### config.mk
export PLATFORM = sky130hd
export DESIGN_NAME = breakpoint_match_table_core_flat
export DESIGN_NICKNAME = d
export VERILOG_FILES = /design/src/rtl/bpmt_pkg.sv /design/src/rtl/bpmt_if.sv /design/src/rtl/bpmt_ram.sv /design/src/rtl/breakpoint_match_table_core.sv /design/src/flat_wrapper.sv
export SDC_FILE = /design/constraint.sdc
export NUM_CORES = 2
export LEC_CHECK = 0
export BUFFER_PORTS_ARGS = -buffer_cell sky130_fd_sc_hd__clkbuf_2
export CAP_MARGIN = 15
export CORE_UTILIZATION = 55
export CTS_BUF_LIST = sky130_fd_sc_hd__clkbuf_4 sky130_fd_sc_hd__clkbuf_8
export DETAILED_ROUTE_END_ITERATION = 8
export GPL_TIMING_DRIVEN = 0
export PLACE_DENSITY = 0.81
export REMOVE_ABC_BUFFERS = 1
export SETUP_SLACK_MARGIN = 0.02
export SYNTH_ARGS = -nofsm -noshare
export SYNTH_HDL_FRONTEND = slang
export SYNTH_SLANG_ARGS = --single-unit
### constraint.sdc
create_clock -name clk -period 15.27 [get_ports clk]
set_clock_uncertainty 0.15 [all_clocks]
set_input_delay 3.8175 -clock clk [delete_from_list [all_inputs] [get_ports clk]]
set_output_delay 3.8175 -clock clk [all_outputs]
set_load 0.01 [all_outputs]
### src/rtl/bpmt_pkg.sv
// ----------------------------------------------------------------------------
// Breakpoint match table package
// Shared widths, operation and status codes, and default table size.
// ----------------------------------------------------------------------------
package bpmt_pkg;

	localparam int TABLE_ENTRIES_DEF = 16;

	localparam int OP_W     = 2;
	localparam int ID_W     = 32;
	localparam int TYPE_W   = 2;
	localparam int ADDR_W   = 64;
	localparam int SIZE_W   = 4;
	localparam int STATUS_W = 2;

	localparam logic [OP_W-1:0] OP_ADD    = 2'd0;
	localparam logic [OP_W-1:0] OP_DELETE = 2'd1;
	localparam logic [OP_W-1:0] OP_LOOKUP = 2'd2;

	localparam logic [STATUS_W-1:0] STATUS_OK        = 2'd0;
	localparam logic [STATUS_W-1:0] STATUS_FULL      = 2'd1;
	localparam logic [STATUS_W-1:0] STATUS_NOT_FOUND = 2'd2;

	localparam logic [TYPE_W-1:0] HW_TYPE_EXEC = 2'd0;

endpackage

### src/rtl/bpmt_if.sv
// ----------------------------------------------------------------------------
// Breakpoint match table channels
// Valid/ready channels for requests into the table and results out of it.
// ----------------------------------------------------------------------------
interface bpmt_req_if;
	import bpmt_pkg::*;

	logic              valid;
	logic              ready;
	logic [OP_W-1:0]   op;
	logic [ID_W-1:0]   bp_id;
	logic              is_hard;
	logic [TYPE_W-1:0] hw_type;
	logic [ADDR_W-1:0] address;
	logic [SIZE_W-1:0] access_size;

	modport source (output valid, op, bp_id, is_hard, hw_type, address, access_size,
		input ready);
	modport sink (input valid, op, bp_id, is_hard, hw_type, address, access_size,
		output ready);
endinterface

interface bpmt_rsp_if;
	import bpmt_pkg::*;

	logic                valid;
	logic                ready;
	logic [STATUS_W-1:0] status;
	logic                match_found;
	logic [ID_W-1:0]     match_id;

	modport source (output valid, status, match_found, match_id, input ready);
	modport sink (input valid, status, match_found, match_id, output ready);
endinterface

### src/rtl/bpmt_ram.sv
// ----------------------------------------------------------------------------
// Generic RAM
// One write port and one read port, with registered read data.
// ----------------------------------------------------------------------------
module bpmt_ram #(
	parameter int WIDTH = 8,
	parameter int DEPTH = 16,
	localparam int AW = (DEPTH > 1) ? $clog2(DEPTH) : 1
) (
	input  logic             clk,
	input  logic             we,
	input  logic [AW-1:0]    waddr,
	input  logic [WIDTH-1:0] wdata,
	input  logic [AW-1:0]    raddr,
	output logic [WIDTH-1:0] rdata
);

	logic [WIDTH-1:0] mem [DEPTH];

	always_ff @(posedge clk) begin
		if (we) begin
			mem[waddr] <= wdata;
		end
		rdata <= mem[raddr];
	end

endmodule

### src/rtl/breakpoint_match_table_core.sv
// ----------------------------------------------------------------------------
// Breakpoint match table core
// Table of breakpoints with add/update, delete and newest-match lookup.
// ----------------------------------------------------------------------------
// A request on req carries an operation and the breakpoint attributes; each
// request gives exactly one result on rsp (status, match flag, matching id).
// The table entries live in a RAM that a small sequencer walks one entry per
// cycle; per-entry valid flags are held in flip-flops. req.ready is high only
// while the sequencer is idle, so one request is worked on at a time.
// Every request first sweeps the table. A lookup, a missed delete, an add
// to a full table or an unused operation then has its result loaded in the
// finish state; an in-place update first writes the entry in the write state.
// Adding a new id and deleting an id take a second sweep that rewrites the
// age ranks of the valid entries; a new id is then written in the write state.
// The sequencer can accept the next request in the cycle after the result
// register is loaded, and a stalled receiver only holds the sequencer back
// once a further result is ready to be written.
// Reset empties the table by clearing all valid flags and drops any pending
// result; the RAM contents need no clearing.
// ----------------------------------------------------------------------------
module breakpoint_match_table_core #(
	parameter int TABLE_ENTRIES = bpmt_pkg::TABLE_ENTRIES_DEF
) (
	input  logic        clk,
	input  logic        arst_n,
	bpmt_req_if.sink    req,
	bpmt_rsp_if.source  rsp
);
	import bpmt_pkg::*;

	localparam int IW = (TABLE_ENTRIES > 1) ? $clog2(TABLE_ENTRIES) : 1;
	localparam logic [IW:0] LAST_CNT = (IW+1)'(TABLE_ENTRIES);

	typedef struct packed {
		logic [ID_W-1:0]   id;
		logic              hard;
		logic [TYPE_W-1:0] hw_type;
		logic [ADDR_W-1:0] address;
		logic [SIZE_W-1:0] size;
		logic [IW-1:0]     rank;
	} entry_t;

	localparam int EW = $bits(entry_t);

	typedef enum logic [2:0] {
		ST_IDLE,
		ST_SCAN,
		ST_ADJUST,
		ST_WRITE,
		ST_FINISH
	} state_t;

	state_t state_q;

	// Latched request.
	logic [OP_W-1:0]   op_q;
	logic [ID_W-1:0]   id_q;
	logic              hard_q;
	logic [TYPE_W-1:0] type_q;
	logic [ADDR_W-1:0] addr_q;
	logic [SIZE_W-1:0] size_q;

	logic [TABLE_ENTRIES-1:0] valid_q;

	// Sweep pointer and the read that is in flight.
	logic [IW:0]   rd_cnt_q;
	logic          d_vld_q;
	logic [IW-1:0] d_idx_q;

	// Sweep findings.
	logic          hit_q;
	logic [IW-1:0] hit_idx_q;
	logic [IW-1:0] hit_rank_q;
	logic          free_q;
	logic [IW-1:0] free_idx_q;
	logic          found_q;
	logic [IW-1:0] best_q;
	logic [ID_W-1:0] mid_q;
	logic [STATUS_W-1:0] status_q;

	logic [IW-1:0] tgt_idx_q;
	logic [IW-1:0] tgt_rank_q;

	logic                rsp_valid_q;
	logic [STATUS_W-1:0] rsp_status_q;
	logic                rsp_found_q;
	logic [ID_W-1:0]     rsp_id_q;

	// RAM port signals.
	logic          ram_we;
	logic [IW-1:0] ram_waddr;
	entry_t        ram_wdata;
	logic [IW-1:0] ram_raddr;
	logic [EW-1:0] ram_rdata;
	entry_t        rd_entry;

	logic sweeping;
	logic sweep_done;
	logic slot_v;
	logic id_hit;
	logic slot_match;
	logic [IW-1:0] adj_rank;

	assign rd_entry   = entry_t'(ram_rdata);
	assign sweeping   = (state_q == ST_SCAN) || (state_q == ST_ADJUST);
	assign sweep_done = (rd_cnt_q == LAST_CNT) && !d_vld_q;
	assign slot_v     = valid_q[d_idx_q];
	assign id_hit     = slot_v && (rd_entry.id == id_q);

	always_comb begin
		slot_match = slot_v && (rd_entry.hard == hard_q) && (rd_entry.address == addr_q);
		if (hard_q) begin
			if (rd_entry.hw_type != type_q) begin
				slot_match = 1'b0;
			end else if ((type_q != HW_TYPE_EXEC) && (rd_entry.size != size_q)) begin
				slot_match = 1'b0;
			end
		end
	end

	// Adding a new entry ages every valid entry; a delete closes the gap
	// left above the removed rank.
	always_comb begin
		adj_rank = rd_entry.rank;
		if (op_q == OP_ADD) begin
			adj_rank = rd_entry.rank + IW'(1);
		end else if (rd_entry.rank > hit_rank_q) begin
			adj_rank = rd_entry.rank - IW'(1);
		end
	end

	always_comb begin
		ram_raddr = rd_cnt_q[IW-1:0];
		ram_we    = 1'b0;
		ram_waddr = d_idx_q;
		ram_wdata = rd_entry;
		case (state_q)
			ST_ADJUST: begin
				ram_we         = d_vld_q && slot_v;
				ram_wdata.rank = adj_rank;
			end
			ST_WRITE: begin
				ram_we    = 1'b1;
				ram_waddr = tgt_idx_q;
				ram_wdata = '{id: id_q, hard: hard_q, hw_type: type_q, address: addr_q,
					size: size_q, rank: tgt_rank_q};
			end
			default: begin
			end
		endcase
	end

	bpmt_ram #(
		.WIDTH (EW),
		.DEPTH (TABLE_ENTRIES)
	) u_entry_ram (
		.clk   (clk),
		.we    (ram_we),
		.waddr (ram_waddr),
		.wdata (ram_wdata),
		.raddr (ram_raddr),
		.rdata (ram_rdata)
	);

	always_ff @(posedge clk or negedge arst_n) begin
		if (!arst_n) begin
			state_q      <= ST_IDLE;
			op_q         <= '0;
			id_q         <= '0;
			hard_q       <= 1'b0;
			type_q       <= '0;
			addr_q       <= '0;
			size_q       <= '0;
			valid_q      <= '0;
			rd_cnt_q     <= '0;
			d_vld_q      <= 1'b0;
			d_idx_q      <= '0;
			hit_q        <= 1'b0;
			hit_idx_q    <= '0;
			hit_rank_q   <= '0;
			free_q       <= 1'b0;
			free_idx_q   <= '0;
			found_q      <= 1'b0;
			best_q       <= '0;
			mid_q        <= '0;
			status_q     <= STATUS_OK;
			tgt_idx_q    <= '0;
			tgt_rank_q   <= '0;
			rsp_valid_q  <= 1'b0;
			rsp_status_q <= STATUS_OK;
			rsp_found_q  <= 1'b0;
			rsp_id_q     <= '0;
		end else begin
			// The finish state loads the next result itself when the register drains.
			if (rsp_valid_q && rsp.ready && (state_q != ST_FINISH)) begin
				rsp_valid_q <= 1'b0;
			end

			// Issue one read per cycle while sweeping; data returns in the following cycle.
			if (sweeping && (rd_cnt_q != LAST_CNT)) begin
				rd_cnt_q <= rd_cnt_q + (IW+1)'(1);
				d_vld_q  <= 1'b1;
				d_idx_q  <= rd_cnt_q[IW-1:0];
			end else begin
				d_vld_q <= 1'b0;
			end

			case (state_q)
				ST_IDLE: begin
					if (req.valid) begin
						op_q     <= req.op;
						id_q     <= req.bp_id;
						hard_q   <= req.is_hard;
						type_q   <= req.hw_type;
						addr_q   <= req.address;
						size_q   <= req.access_size;
						rd_cnt_q <= '0;
						hit_q    <= 1'b0;
						free_q   <= 1'b0;
						found_q  <= 1'b0;
						mid_q    <= '0;
						status_q <= STATUS_OK;
						state_q  <= ST_SCAN;
					end
				end
				ST_SCAN: begin
					if (d_vld_q) begin
						if (id_hit && !hit_q) begin
							hit_q      <= 1'b1;
							hit_idx_q  <= d_idx_q;
							hit_rank_q <= rd_entry.rank;
						end
						if (!slot_v && !free_q) begin
							free_q     <= 1'b1;
							free_idx_q <= d_idx_q;
						end
						if ((op_q == OP_LOOKUP) && slot_match &&
							(!found_q || (rd_entry.rank < best_q))) begin
							found_q <= 1'b1;
							best_q  <= rd_entry.rank;
							mid_q   <= rd_entry.id;
						end
					end
					if (sweep_done) begin
						rd_cnt_q <= '0;
						case (op_q)
							OP_ADD: begin
								if (hit_q) begin
									tgt_idx_q  <= hit_idx_q;
									tgt_rank_q <= hit_rank_q;
									state_q    <= ST_WRITE;
								end else if (free_q) begin
									tgt_idx_q  <= free_idx_q;
									tgt_rank_q <= '0;
									state_q    <= ST_ADJUST;
								end else begin
									status_q <= STATUS_FULL;
									state_q  <= ST_FINISH;
								end
							end
							OP_DELETE: begin
								if (hit_q) begin
									valid_q[hit_idx_q] <= 1'b0;
									state_q            <= ST_ADJUST;
								end else begin
									status_q <= STATUS_NOT_FOUND;
									state_q  <= ST_FINISH;
								end
							end
							default: begin
								state_q <= ST_FINISH;
							end
						endcase
					end
				end
				ST_ADJUST: begin
					if (sweep_done) begin
						state_q <= (op_q == OP_ADD) ? ST_WRITE : ST_FINISH;
					end
				end
				ST_WRITE: begin
					valid_q[tgt_idx_q] <= 1'b1;
					state_q            <= ST_FINISH;
				end
				ST_FINISH: begin
					if (!rsp_valid_q || rsp.ready) begin
						rsp_valid_q  <= 1'b1;
						rsp_status_q <= status_q;
						rsp_found_q  <= found_q;
						rsp_id_q     <= mid_q;
						state_q      <= ST_IDLE;
					end
				end
				default: begin
					state_q <= ST_IDLE;
				end
			endcase
		end
	end

	assign req.ready       = (state_q == ST_IDLE);
	assign rsp.valid       = rsp_valid_q;
	assign rsp.status      = rsp_status_q;
	assign rsp.match_found = rsp_found_q;
	assign rsp.match_id    = rsp_id_q;

endmodule
### src/flat_wrapper.sv
// flat-port wrapper written by rule: the top's interface ports become plain ports
module breakpoint_match_table_core_flat import bpmt_pkg::*;
#(
	parameter int TABLE_ENTRIES = bpmt_pkg::TABLE_ENTRIES_DEF
)
  (clk, arst_n, req_valid, req_op, req_bp_id, req_is_hard, req_hw_type, req_address, req_access_size, req_ready, rsp_valid, rsp_status, rsp_match_found, rsp_match_id, rsp_ready);
  bpmt_req_if req_i ();
  bpmt_rsp_if rsp_i ();
  input  logic clk;
  input  logic arst_n;
  input wire logic [$bits(req_i.valid)-1:0] req_valid;
  input wire logic [$bits(req_i.op)-1:0] req_op;
  input wire logic [$bits(req_i.bp_id)-1:0] req_bp_id;
  input wire logic [$bits(req_i.is_hard)-1:0] req_is_hard;
  input wire logic [$bits(req_i.hw_type)-1:0] req_hw_type;
  input wire logic [$bits(req_i.address)-1:0] req_address;
  input wire logic [$bits(req_i.access_size)-1:0] req_access_size;
  output wire logic [$bits(req_i.ready)-1:0] req_ready;
  output wire logic [$bits(rsp_i.valid)-1:0] rsp_valid;
  output wire logic [$bits(rsp_i.status)-1:0] rsp_status;
  output wire logic [$bits(rsp_i.match_found)-1:0] rsp_match_found;
  output wire logic [$bits(rsp_i.match_id)-1:0] rsp_match_id;
  input wire logic [$bits(rsp_i.ready)-1:0] rsp_ready;
  assign req_i.valid = req_valid;
  assign req_i.op = req_op;
  assign req_i.bp_id = req_bp_id;
  assign req_i.is_hard = req_is_hard;
  assign req_i.hw_type = req_hw_type;
  assign req_i.address = req_address;
  assign req_i.access_size = req_access_size;
  assign req_ready = req_i.ready;
  assign rsp_valid = rsp_i.valid;
  assign rsp_status = rsp_i.status;
  assign rsp_match_found = rsp_i.match_found;
  assign rsp_match_id = rsp_i.match_id;
  assign rsp_i.ready = rsp_ready;
  breakpoint_match_table_core #(.TABLE_ENTRIES(TABLE_ENTRIES)) u_core (.clk(clk), .arst_n(arst_n), .req(req_i), .rsp(rsp_i));
endmodule
### After elaboration in Yosys (flattened, before gate mapping)

Memory sizes are Yosys's and may differ from the RTL's. A register that Yosys moved wholly into a read port is not among the register bits.
Index checks and enable logic that the tools add are counted.

| word-level totals | value |
|---|---|
| output and inout bits | 37 |
| bits in registers | 231 |
| input bits | 109 |
| word-level logic and storage cells | 174 |
| RAM bits | 1712 |
| memories | 1 |

| operators by class | value |
|---|---|
| order comparisons | 7 |
| reduce and logical (&&, ||, !) cells | 42 |
| multiplexer cells | 64 |
| bitwise operators | 3 |
| add/subtract/negate cells | 3 |
| eq/ne operators | 28 |

Memories:

| memory | words | width | read ports | clocked after Yosys merged registers in | wr ports | RTL line | text |
|---|---|---|---|---|---|---|---|
| u_core.u_entry_ram.mem | 16 | 107 | 1 | 1 | 1 | bpmt_ram.sv:18 | `logic [WIDTH-1:0] mem [DEPTH];` |

Operators with widths:

| operator | number |
|---|---|
| 2-to-1 mux 103 bit | 1 |
| 2-to-1 mux 32 bit | 3 |
| == test 64 bit | 1 |
| one-hot mux 32 bit (2 select lines) | 1 |
| 2-to-1 mux 16 bit | 3 |
| == test 32 bit | 1 |
| one-hot mux 16 bit (2 select lines) | 1 |
| 2-to-1 mux 4 bit | 7 |
| 2-to-1 mux 3 bit | 8 |
| AND reduction 4 bit | 6 |
| 2-to-1 mux 1 bit | 19 |
| bitwise AND 16 bit | 1 |
| NOT 16 bit | 1 |
| OR 16 bit | 1 |
| logical AND 1 bit | 15 |
| less-than comparator 4 x 5 -> 1 bit, second input constant | 3 |
| 2-to-1 mux 5 bit | 3 |
| != test 3 bit, second input constant | 5 |
| one-hot mux 3 bit (5 select lines) | 1 |
| 2-to-1 mux 2 bit | 5 |
| != test 2 x 1 -> 1 bit, second input constant | 5 |
| != test 2 bit, second input constant | 5 |
| one-hot mux 5 bit (2 select lines) | 1 |
| AND reduction 3 bit | 3 |
| 29 further kinds | 47 |

### Depth between registers and ports, before layout

| depth | value |
|---|---|
| depth in word-level cells | 12 |
| depth in mapped cells | 13 |
| gate-level depth less buffers | 9 |

### Hierarchy

A second synthesis with hierarchy kept.

| unflattened totals | value |
|---|---|
| cell total of the unflattened synthesis | 4190 |
| area, all modules | 78331.4 um^2 |

By module, submodules not included:

| module | sequential area each (um^2) | times used | cells an instance | area each (um^2) |
|---|---|---|---|---|
| bpmt_ram | 53551.4 | 1 | 2738 | 66119.7 |
| breakpoint_match_table_core | 5780.5 | 1 | 1452 | 12211.7 |

### Worst setup path after synthesis

Ideal clock, no wire load.

| path | value |
|---|---|
| path kind | reg2reg |
| start | register u_core.d_idx_q[0] |
| end | memory u_core.u_entry_ram.mem[13][0] (netlist name), enable pin |
| required time | 14.416 ns |
| path buffers | 2 |
| path slack | 5.301 ns |
| stages on the path, launching flop included | 9 |
| setup time | 0.704 ns |
| clock period less this slack | 9.969 ns |
| arrival | 9.115 ns |
| cell sequence | dfrtp_1 buf_6 mux2i_1 mux4_2 mux2i_1 a21o_1 nand2_1 clkbuf_1 nor3_1 |

| on the way | value |
|---|---|
| longest elaborated chain between the ends | 6 |
| elaborated cells between the ends (all ways) | 7 |
| classes of those cells | 6 x mux; 1 x reduce/logical |

Ends and longest elaborated chain:

| element | RTL line | text |
|---|---|---|
| start: declaration | breakpoint_match_table_core.sv:68 | `logic [IW-1:0] d_idx_q;` |
| start signal: assignment | breakpoint_match_table_core.sv:203 | `d_idx_q <= rd_cnt_q[IW-1:0];` |
| binary-select mux 1 bit (select 4 bit) | breakpoint_match_table_core.sv:107 | `assign slot_v = valid_q[d_idx_q];` |
| 2-to-1 mux 1 bit (implied by the code) | breakpoint_match_table_core.sv:107 |  |
| logical AND 1 bit | breakpoint_match_table_core.sv:139 | `ram_we = d_vld_q && slot_v;` |
| one-hot mux 1 bit (2 select lines) | breakpoint_match_table_core.sv:137 | `case (state_q)` |
| 2-to-1 mux 1 bit | bpmt_ram.sv:21 | `if (we) begin` |
| 2-to-1 mux 1 bit (implied by the code) | bpmt_ram.sv:22 | `mem[waddr] <= wdata;` |
| end: declaration | bpmt_ram.sv:18 |  |

Parallel ways exist; a longest one is shown, timed or not. The select of a mux whose other input is x is not followed.

### Final worst setup path

| path | value |
|---|---|
| start | register u_core.state_q[0] |
| end | output req_ready |

| on the way | value |
|---|---|
| longest elaborated chain between the ends | 1 |

Ends and longest elaborated chain:

| element | RTL line | text |
|---|---|---|
| start: declaration | breakpoint_match_table_core.sv:53 | `state_t state_q;` |
| start signal: assignment | breakpoint_match_table_core.sv:278 | `state_q <= (op_q == OP_ADD) ? ST_WRITE : ST_FINISH;` |
| zero test 3 bit | breakpoint_match_table_core.sv:301 | `assign req.ready = (state_q == ST_IDLE);` |
| end: declaration | flat_wrapper.sv:18 | `output wire logic [$bits(req_i.ready)-1:0] req_ready;` |

No other way between the ends.

==> results_dict.tcl <==
set metrics [dict create \
    critPathKind "flop to output port" \
    rows 139 \
    io_buffers 145 \
    p_switching_uw 5320 \
    dr.pass1.iters 8 \
    hpwl_um 119000 \
    leakage_uw 0.0330 \
    ctsRootBufferMaster "clkbuf_8" \
    initial_core_util_pct 55.4 \
    most-common-layout-cells "edfxtp_1 (1712), nand2_1 (429), mux2i_1 (369)" \
    worst-path-max-fanout 13 \
    hold_viol_final 0 \
    crit_arrival_ps 2260 \
    drt_wl_total_um 191000 \
    fmax_mhz 161 \
    cts_tree "built" \
    via_per_inst 6.20 \
    start_kind "flop" \
    grt_max_degree 96 \
    ys_ff_latch 2050 \
    n_fill_cell 9019 \
    totalPowerFinal_uw 16900 \
    grt_usage_pct 26.0 \
    die_w_um 382 \
    avgSynthCellArea_sq_um 17.6 \
    seq_area_frac_synth_pct 74.7 \
    startpoint "u_core.state_q[0]" \
    dp_cells 6646 \
    p_sw_share_pct 31.5 \
    crit_path_end_kind "output port" \
    post-route-period-util_pct 40.8 \
    netlist_top_cells_area "edfxtp_1 (65%), dfrtp_1 (7.3%), mux4_2 (6.1%)" \
    drt_iter0_drc 5687 \
    rrSetupSlack_ps 9990 \
    combPwrFrac_pct 27.7 \
    route.detailed.drc 0 \
    cts_num_sinks 2050 \
    synth_top_cell_by_area "edfxtp_1" \
    clk_pin_slew_ps 60 \
    worstMarginPinSlew_ps 1170 \
    holdPathStages 2 \
    num_vias 44855 \
    worstReg2RegEnd "u_core.u_entry_ram.mem[0][26]" \
    post-route-min-period_ps 6230 \
    synth_top_area_share_pct 64.7 \
    status "finished clean" \
    cell_internal_pwr_uw 11600 \
    setup_viol 0 \
    synthCells 4517 \
    gp_congestion 0.788 \
    p_per_area_nw_per_um2 183 \
    io_pins 146 \
    ctsResizeCount 0 \
    mostFrequentLayoutCell "edfxtp_1" \
    synthToLayoutAreaGrowth_pct 16.3 \
    timing.slew.headroom_pct 21.9 \
    cts_buffers 328 \
    clockBufferDepth 4 \
    drive_above_1_share_pct 28.4 \
    clkPwrFrac_pct 27.5 \
    die_y_um 382 \
    async_flop_share_pct 11.3 \
    fp.dieArea_sq_um 146000 \
    post_drt_wl_per_cell_um 26.3 \
    slew_viol_final 0 \
    hp-start "u_core.status_q[0]" \
    fin_cells 7239 \
    yosysWarnings 0 \
    drtAntennaViolNets 0 \
    clk_latency_ps 1010 \
    grt_pass1_wl_um 283000 \
    cp.required_ps 11300 \
    hold-path-endpoint "u_core.status_q[0]" \
    r2r_cells 11 \
    ys.flop_type "edfxtp_1" \
    cts-htree-levels 5 \
    synthDistinctLibCells 52 \
    antenna_found_initial 7 \
    synth_edf_count 1712 \
    rr_startpoint "u_core.state_q[1]" \
    ir_drop_uv 172 \
    rsz0062_at_grt "false" \
    syn_area_sq_um 79400 \
    pwr-share-seq_pct 44.8 \
    grt_pass1_vias 45763 \
    post-route-util_pct 64.4 \
    layout.nets 5197 \
    overflow 0 \
    coreArea_sq_um 143000 \
    holdBufCountCts 0 \
    hold_class "flop to flop" \
    maxCapViolCount 0 \
    post_cts_buffers 0 \
]
-- logic make-up after synthesis --
group / share of synthesized area (%)
AOI/OAI and AO/OA: 5.06
xor gates and xnor gates: 1.18
and+or+nand+nor: 2.95
buffers and inverters: 1.48
adders and majority gates: 0.173
DFF: 74.7
muxes: 14.4
-- stage by stage --
| step | TNS [ps] | setup WS (ps) | hold slack (ps) | cell area (sq um) |
|---|---|---|---|---|
| 3_5_place_dp | 0 | 9630 | 321 | 85800 |
| 3_3_place_gp | - | -36530 | 307 | 81500 |
| 5_1_grt | 0 | 8950 | 352 | 92300 |
| 2_1_floorplan | -1013270 | -7200 | 292 | 78400 |
| 6_report | 0 | 9040 | 328 | 92300 |
| 4_1_cts | 0 | 9000 | 327 | 92300 |
-- state kept, by name, indices dropped and copies added, names as in the netlist, 2 cells and up --
signal	flops
u_core.u_entry_ram.mem	1712
u_core.type_q	2
u_core.mid_q	32
u_core.status_q	2
u_core.tgt_rank_q	4
u_core.rsp.match_id	32
u_core.free_idx_q	4
u_core.rd_cnt_q	5
u_core.state_q	3
u_core.id_q	32
u_core.d_idx_q	4
u_core.hit_idx_q	4
u_core.rsp.status	2
u_core.u_entry_ram.rdata	107
u_core.op_q	2
u_core.addr_q	64
u_core.best_q	4
u_core.hit_rank_q	4
u_core.size_q	4
u_core.valid_q	16
u_core.tgt_idx_q	4
-- critical path, cell delays in order (launching register included) --
cell and delay (ps):
dfrtp_1 570, nor3_1 500, clkbuf_2 220
-- cell type report --
type / count / area (sq um) / area share, %
Antenna cell: 3 / 7.51 / 0.00813
Clock buffer: 495 / 6010 / 6.50
Clock inverter: 91 / 510 / 0.553
Inverter: 50 / 188 / 0.203
Multi-Input combinational cell: 2180 / 19000 / 20.6
Sequential cell: 2050 / 59300 / 64.3
Tap cell: 1903 / 2380 / 2.58
Timing Repair Buffer: 467 / 4850 / 5.26
-- power groups by stage --
stage          combinational (uW)  sequential (uW)  clock (uW)
3_3_place_gp                 4970             8160           0
3_5_place_dp                 4570             7670           0
4_1_cts                      4630             7560        4700
2_1_floorplan                4140             7820           0
5_1_grt                      5020             7600        4940
6_report                     4670             7570        4640
-- worst max path at each step --
stage / slack (ps) / depth (start not counted) / to
floorplan: -7200 / 5 / u_core.u_entry_ram.rdata[0]
global placement: -36530 / 4 / u_core.u_entry_ram.rdata[67]
detailed placement: 9630 / 7 / u_core.status_q[1]
CTS: 9000 / 2 / req_ready
global route: 8950 / 2 / req_ready
finish: 9040 / 2 / req_ready
-- cell usage after synthesis (49+ instances only) --
library cell,n
nand2_1,432
clkbuf_1,158
dfxtp_1,107
mux4_2,215
o21ai_0,300
xnor2_1,74
dfrtp_1,231
a221oi_1,107
a22oi_1,108
mux2_2,261
a21oi_1,115
edfxtp_1,1712
mux2i_1,369
inv_1,49
-- per-layer routing --
metal	track usage, %	vias up	wire length [um]
met5	0	-	24
met1	35.1	22684	71700
met4	9.61	4	6230
met3	4.66	488	18700
li1	-	18896	-
met2	42.7	2783	93900
No activity file was read; power rests on OpenSTA's default activity.
